File: config.mk
export PLATFORM = sky130hd
export DESIGN_NAME = rkms_seq
export DESIGN_NICKNAME = d
export VERILOG_FILES = /design/src/hw/rtl/rkms_pkg.sv /design/src/hw/rtl/rkms_seq.sv
export SDC_FILE = /design/constraint.sdc
export NUM_CORES = 1
export LEC_CHECK = 0
export BUFFER_PORTS_ARGS = -buffer_cell sky130_fd_sc_hd__buf_2
export CAP_MARGIN = 20
export CORE_MARGIN = 2
export CORE_UTILIZATION = 24
export DETAILED_ROUTE_END_ITERATION = 6
export PLACE_DENSITY = 0.5
export SETUP_SLACK_MARGIN = 0.3
export SYNTH_ARGS = -nofsm -noshare
export SYNTH_HDL_FRONTEND = slang
export SYNTH_SLANG_ARGS = --single-unit
File: constraint.sdc
create_clock -name clk -period 5.2 [get_ports clk]
set_input_delay 0.26 -clock clk [delete_from_list [all_inputs] [get_ports clk]]
set_output_delay 0.26 -clock clk [all_outputs]
set_load 0.02 [all_outputs]
File: src/hw/rtl/rkms_pkg.sv
// ============================================================================
// rkms_pkg
// Shared widths, the ping-pong buffer entry layout and the memory request
// bundle passed from the sequencer to the buffer datapath.
// ============================================================================
package rkms_pkg;

    localparam int MAX_RECORDS = 64;
    localparam int IDX_W       = $clog2(MAX_RECORDS);
    localparam int CNT_W       = $clog2(MAX_RECORDS + 1);
    localparam int KEY_W       = 32;
    localparam int TAG_W       = 16;
    localparam int ENT_W       = KEY_W + TAG_W;

    typedef logic [ENT_W-1:0] entry_t;

    typedef struct packed {
        logic              we;
        logic              wsel;
        logic [IDX_W-1:0]  waddr;
        entry_t            wdata;
        logic              rsel;
        logic [IDX_W-1:0]  raddr_a;
        logic [IDX_W-1:0]  raddr_b;
    } mem_req_t;

    function automatic logic signed [KEY_W-1:0] entry_key(input entry_t e);
        entry_key = $signed(e[ENT_W-1 -: KEY_W]);
    endfunction

    function automatic logic [TAG_W-1:0] entry_tag(input entry_t e);
        entry_tag = e[TAG_W-1:0];
    endfunction

endpackage

File: src/hw/rtl/rkms_seq.sv
// ============================================================================
// rkms_seq
// Sequencer: loads records, runs bottom-up merge passes between the two
// buffers (read both run heads, then write the winner, per record), then
// streams the sorted run out.
module rkms_seq
    import rkms_pkg::*;
(
    input  logic                     clk,
    input  logic                     rst_n,
    input  logic                     in_valid,
    output logic                     in_ready,
    input  logic signed [KEY_W-1:0]  sort_key,
    input  logic [TAG_W-1:0]         record_tag,
    input  logic                     final_item,
    output logic                     out_valid,
    input  logic                     out_ready,
    output logic signed [KEY_W-1:0]  sorted_key,
    output logic [TAG_W-1:0]         sorted_tag,
    output logic                     end_of_run,
    output logic                     overflowed,
    output mem_req_t                 req,
    input  entry_t                   rd_a,
    input  entry_t                   rd_b
);

    typedef enum logic [5:0] {
        ST_LOAD  = 6'b000001,
        ST_SETUP = 6'b000010,
        ST_MRD   = 6'b000100,
        ST_MWR   = 6'b001000,
        ST_EMRD  = 6'b010000,
        ST_EMOUT = 6'b100000
    } state_t;

    state_t             state_reg, state_next;
    logic [CNT_W-1:0]   n_reg, n_next;
    logic               ovf_reg, ovf_next;
    logic [CNT_W-1:0]   w_reg, w_next;
    logic [CNT_W-1:0]   lo_reg, lo_next;
    logic [CNT_W-1:0]   mid_reg, mid_next;
    logic [CNT_W-1:0]   hi_reg, hi_next;
    logic [CNT_W-1:0]   i_reg, i_next;
    logic [CNT_W-1:0]   j_reg, j_next;
    logic [CNT_W-1:0]   k_reg, k_next;
    logic               src_reg, src_next;
    logic               emld_reg, emld_next;
    logic               oval_reg, oval_next;
    entry_t             odata_reg, odata_next;
    logic               oend_reg, oend_next;
    logic               oovf_reg, oovf_next;

    logic [CNT_W:0]     sum_mid;
    logic [CNT_W:0]     sum_hi;
    logic [CNT_W:0]     w_dbl;
    logic [CNT_W-1:0]   k_inc;
    logic [CNT_W-1:0]   n_inc;
    logic               take_r;

    assign sum_mid = {1'b0, lo_reg} + {1'b0, w_reg};
    assign sum_hi  = {1'b0, lo_reg} + {w_reg, 1'b0};
    assign w_dbl   = {w_reg, 1'b0};
    assign k_inc   = k_reg + CNT_W'(1);
    assign n_inc   = (n_reg == CNT_W'(MAX_RECORDS)) ? n_reg : n_reg + CNT_W'(1);
    assign take_r  = (j_reg < hi_reg) &&
                     ((i_reg >= mid_reg) || (entry_key(rd_b) < entry_key(rd_a)));

    assign in_ready   = (state_reg == ST_LOAD);
    assign out_valid  = oval_reg;
    assign sorted_key = entry_key(odata_reg);
    assign sorted_tag = entry_tag(odata_reg);
    assign end_of_run = oend_reg;
    assign overflowed = oovf_reg;

    always_comb
    begin
        state_next = state_reg;
        n_next     = n_reg;
        ovf_next   = ovf_reg;
        w_next     = w_reg;
        lo_next    = lo_reg;
        mid_next   = mid_reg;
        hi_next    = hi_reg;
        i_next     = i_reg;
        j_next     = j_reg;
        k_next     = k_reg;
        src_next   = src_reg;
        emld_next  = 1'b0;
        oval_next  = oval_reg;
        odata_next = odata_reg;
        oend_next  = oend_reg;
        oovf_next  = oovf_reg;

        req         = '0;
        req.rsel    = src_reg;
        req.raddr_a = i_reg[IDX_W-1:0];
        req.raddr_b = j_reg[IDX_W-1:0];

        case (state_reg)
            ST_LOAD:
            begin
                if (in_valid)
                begin
                    if (n_reg != CNT_W'(MAX_RECORDS))
                    begin
                        req.we    = 1'b1;
                        req.wsel  = 1'b0;
                        req.waddr = n_reg[IDX_W-1:0];
                        req.wdata = {sort_key, record_tag};
                    end
                    else
                    begin
                        ovf_next = 1'b1;
                    end
                    n_next = n_inc;
                    if (final_item)
                    begin
                        w_next   = CNT_W'(1);
                        lo_next  = '0;
                        k_next   = '0;
                        src_next = 1'b0;
                        state_next = (n_inc <= CNT_W'(1)) ? ST_EMRD : ST_SETUP;
                    end
                end
            end
            ST_SETUP:
            begin
                mid_next = (sum_mid >= {1'b0, n_reg}) ? n_reg : sum_mid[CNT_W-1:0];
                hi_next  = (sum_hi >= {1'b0, n_reg}) ? n_reg : sum_hi[CNT_W-1:0];
                i_next   = lo_reg;
                j_next   = (sum_mid >= {1'b0, n_reg}) ? n_reg : sum_mid[CNT_W-1:0];
                k_next   = lo_reg;
                state_next = ST_MRD;
            end
            ST_MRD:
            begin
                state_next = ST_MWR;
            end
            ST_MWR:
            begin
                req.we    = 1'b1;
                req.wsel  = ~src_reg;
                req.waddr = k_reg[IDX_W-1:0];
                req.wdata = take_r ? rd_b : rd_a;
                if (take_r)
                begin
                    j_next = j_reg + CNT_W'(1);
                end
                else
                begin
                    i_next = i_reg + CNT_W'(1);
                end
                k_next = k_inc;
                if (k_inc == hi_reg)
                begin
                    if (sum_hi >= {1'b0, n_reg})
                    begin
                        w_next   = w_dbl[CNT_W-1:0];
                        src_next = ~src_reg;
                        lo_next  = '0;
                        if (w_dbl >= {1'b0, n_reg})
                        begin
                            k_next     = '0;
                            state_next = ST_EMRD;
                        end
                        else
                        begin
                            state_next = ST_SETUP;
                        end
                    end
                    else
                    begin
                        lo_next    = sum_hi[CNT_W-1:0];
                        state_next = ST_SETUP;
                    end
                end
                else
                begin
                    state_next = ST_MRD;
                end
            end
            ST_EMRD:
            begin
                req.raddr_a = k_reg[IDX_W-1:0];
                emld_next   = 1'b1;
                state_next  = ST_EMOUT;
            end
            ST_EMOUT:
            begin
                if (emld_reg)
                begin
                    oval_next  = 1'b1;
                    odata_next = rd_a;
                    oend_next  = (k_inc == n_reg);
                    oovf_next  = ovf_reg;
                end
                else if (out_ready)
                begin
                    oval_next = 1'b0;
                    if (oend_reg)
                    begin
                        n_next     = '0;
                        ovf_next   = 1'b0;
                        src_next   = 1'b0;
                        state_next = ST_LOAD;
                    end
                    else
                    begin
                        k_next     = k_inc;
                        state_next = ST_EMRD;
                    end
                end
            end
            default:
            begin
                state_next = ST_LOAD;
            end
        endcase
    end

    always_ff @(posedge clk or negedge rst_n)
    begin
        if (!rst_n)
        begin
            state_reg <= ST_LOAD;
            n_reg     <= '0;
            ovf_reg   <= 1'b0;
            src_reg   <= 1'b0;
            emld_reg  <= 1'b0;
            oval_reg  <= 1'b0;
        end
        else
        begin
            state_reg <= state_next;
            n_reg     <= n_next;
            ovf_reg   <= ovf_next;
            src_reg   <= src_next;
            emld_reg  <= emld_next;
            oval_reg  <= oval_next;
        end
    end

    always_ff @(posedge clk)
    begin
        w_reg     <= w_next;
        lo_reg    <= lo_next;
        mid_reg   <= mid_next;
        hi_reg    <= hi_next;
        i_reg     <= i_next;
        j_reg     <= j_next;
        k_reg     <= k_next;
        odata_reg <= odata_next;
        oend_reg  <= oend_next;
        oovf_reg  <= oovf_next;
    end

endmodule

==> flow_metrics.env <==
export IMPL_layout_commonest_cell="buf_2"
export IMPL_cts_tree="done"
export IMPL_crit_chain="ha_1, fa_1, a21o_1, a21oi_1, xnor2_1, ha_1, a21o_1, a2111oi_0, o211a_1, a21boi_0"
export IMPL_tns_ns=0
export IMPL_endpoint_kind="register"
export IMPL_rsz0062_at_grt="false"
export IMPL_track_usage_pct=16.8
export IMPL_die_x_um=189
export IMPL_relSlewSlack_pct=25.7
export IMPL_cp_data_required_time_ns=5.24
export IMPL_num_vias=7186
export IMPL_cts_repair_resized=0
export IMPL_status="finished, final reports clean"
export IMPL_crit_buf_inv=0
export IMPL_portBuffers=269
export IMPL_seqPwrFrac_pct=26.9
export IMPL_drcViolationCount=0
export IMPL_power_density_mw_per_mm2=554
export IMPL_avgRoutedWirePerCell_um=20.4
export IMPL_ys_flop_type="edfxtp_1"
export IMPL_min_period_ns=4.20
export IMPL_yosysUniqueCellTypes=68
export IMPL_antenna_left=0
export IMPL_die_y_um=189
export IMPL_hold_path_class="in -> reg"
export IMPL_drt_wl_total_mm=30.8
export IMPL_synth_edf_count=99
export IMPL_cts_sink_count=116
export IMPL_antenna_found_initial=6
export IMPL_holdWs_ns=0.0258
export IMPL_drive_gt1_share_pct=32.9
export IMPL_drt_pass1_iterations=5
export IMPL_pwr_share_comb_pct=51.7
export IMPL_synth_area_mm2=0.00824
export IMPL_start_kind="register"
export IMPL_dpl_worst_slack_ns=1.06
export IMPL_final_period_utilization_pct=80.8
export IMPL_path_depth=10
export IMPL_setup_viol=0
export IMPL_cts_buffers=17
export IMPL_ys_ff_latch=116
export IMPL_num_rows=67
export IMPL_worstMarginPinSlew_ns=1.10
export IMPL_synth_warnings=0
export IMPL_netSwitchingFraction_pct=42.6
export IMPL_worstSkewPairLatency_ns=0.43
export IMPL_ys_seq_area_share_pct=41.2
export IMPL_grt_max_degree=52
export IMPL_cp_data_arrival_time_ns=4.24
export IMPL_viasPerCell=4.77
export IMPL_die_area_mm2=0.0358
export IMPL_crit_fanout=19
export IMPL_cts_buffer_depth=2
export IMPL_rr_worst_depth=10
export IMPL_synth_cells=791
export IMPL_avgSynthCellArea_um2=10.4
export IMPL_cts_htree_levels=4
export IMPL_min_path_cells=1
export IMPL_largest_register_ffs=48
export IMPL_dpl_hpwl_mm=24.3
export IMPL_initial_core_util_pct=24.5
export IMPL_clock_skew_ns=0.0114
export IMPL_core_area_mm2=0.0337
export IMPL_slowest_delay_ns=0.58
export IMPL_cap_viol_max_count=0
export IMPL_nNetsFinal=1278
export IMPL_switchingPower_w=0.00250
export IMPL_pwr_share_clk_pct=21.4
export IMPL_fin_ws_ns=0.998
export IMPL_slew_viol_final=0
export IMPL_final_cell_mix="269 x buf_2, 99 x edfxtp_1, 83 x ha_1"
export IMPL_syn_nets=1025
export IMPL_overflow=0
export IMPL_worstSetupPathType="reg -> reg"
export IMPL_ir_drop_mv=0.312
export IMPL_timing_fmax_ghz=0.238
export IMPL_p_leak_nw=4.82
export IMPL_post_cts_buffers=0
export IMPL_grt_pass1_wl_mm=44.4
export IMPL_postSynth_asyncResetShare_pct=14.7
export IMPL_critical_path_top_delay_family="compound AO/OA/AOI/OAI gates"
export IMPL_cts_root_buf="clkbuf_16"
export IMPL_drt_iter0_markers=397
export IMPL_area_delta_synth_final_pct=28.4
export IMPL_p_int_w=0.00337
export IMPL_hold_violations=0
export IMPL_io_pins=270
export IMPL_cp_slowest_cell="o211a_1"
export IMPL_gp_congestion=0.829
export IMPL_clk_pin_slew_ns=0.06
export IMPL_fin_util_pct=31.4
export IMPL_first_global_vias=7038
[cell families after synthesis]
logic type	count (synthesis)	share of synthesized area [%]
muxes	19	2.57
and+or+nand+nor	224	14.6
adders and majority gates	85	13.1
DFF	116	41.2
AOI/OAI and AO/OA	195	17.5
xor gates and xnor gates	39	4.65
buffers and inverters	113	6.42
[metal layers]
metal,global-route usage (%),share of wire [%],vias up,wire length (um)
met3,4.17,6.4,44,1980
met1,18.5,39,3424,12100
met5,0,0,-,0
li1,-,-,3438,-
met4,6.32,2.7,0,840
met2,31.1,52,280,16000
[layout make-up]
class | instances | area, um^2
well taps | 448 | 561
repair buffers | 280 | 1430
clock buffers | 19 | 433
diodes | 3 | 7.51
flip-flops and latches | 116 | 3400
fillers | 3524 | 23100
inverters | 67 | 251
clock inverters | 13 | 183
multi-input cells | 562 | 4320
[path summary, 6_finish.rpt]
path	from	end	slack, ns
worst max register to register	lo_reg[1]	w_reg[0]	1.0
worst min register to register	out_valid	out_valid	0.48
worst min-delay path	rd_a[6]	odata_reg[6]	0.03
worst max-delay path	lo_reg[1]	w_reg[0]	1.0
max in group asynchronous	rst_n	state_reg[0]	4.56
min in group asynchronous	rst_n	n_reg[6]	0.30
[power by group through the flow]
stage / logic (W) / clock network (W) / registers, W
6_report: 0.00303 / 0.00126 / 0.00158
5_1_grt: 0.00334 / 0.00132 / 0.00160
4_1_cts: 0.00303 / 0.00128 / 0.00158
3_5_place_dp: 0.00301 / 0 / 0.00160
3_3_place_gp: 0.00297 / 0 / 0.00160
2_1_floorplan: 0.00225 / 0 / 0.00144
[worst reg2reg max path, stage by stage (launching register included)]
cell and delay [ns]:
edfxtp_1 0.45, ha_1 0.25, fa_1 0.40, a21o_1 0.18, a21oi_1 0.27, xnor2_1 0.20
ha_1 0.29, a21o_1 0.16, a2111oi_0 0.52, o211a_1 0.58, a21boi_0 0.50
[cells in the mapped netlist (all sizes together) (3+ instances only)]
cell	n	area (um^2)
o21a	5	37.5
and4	3	31.3
dfrtp	16	400
o211ai	4	30.0
nand2	52	198
clkbuf	21	78.8
nand3	18	90.1
a21oi	40	200
and3	14	87.6
nand2b	11	68.8
a21o	10	75.1
edfxtp	99	2970
buf	25	199
a21boi	3	22.5
xor2	12	105
and2	53	334
a221o	44	445
o21ai	42	210
inv	67	251
nand4	7	43.8
o31ai	7	52.6
nor3	11	55.1
a211oi	6	50.1
nor4	5	37.5
a22o	6	52.6
nor2	32	120
mux2	17	191
xnor2	24	210
a31oi	5	43.8
xnor3	3	67.6
ha	83	1040
o221ai	4	35.0
a22oi	3	22.5
nor2b	5	31.3
nand3b	4	30.0
[stage by stage]
stage / instance area, um^2 / cells / total power, W
after floorplan: 8240 / 791 / 0.00369
after global placement: 9950 / 1472 / 0.00457
after detailed placement: 9950 / 1472 / 0.00461
after CTS: 10600 / 1505 / 0.00589
after global routing: 10600 / 1508 / 0.00626
final: 10600 / 1508 / 0.00587
[what timing repair did]
action	CTS	global route
endpoints found under the setup margin	0	0
hold buffers	1	0
hold endpoints to repair	16	0
Note: power is estimated with default switching activity, not from simulation.
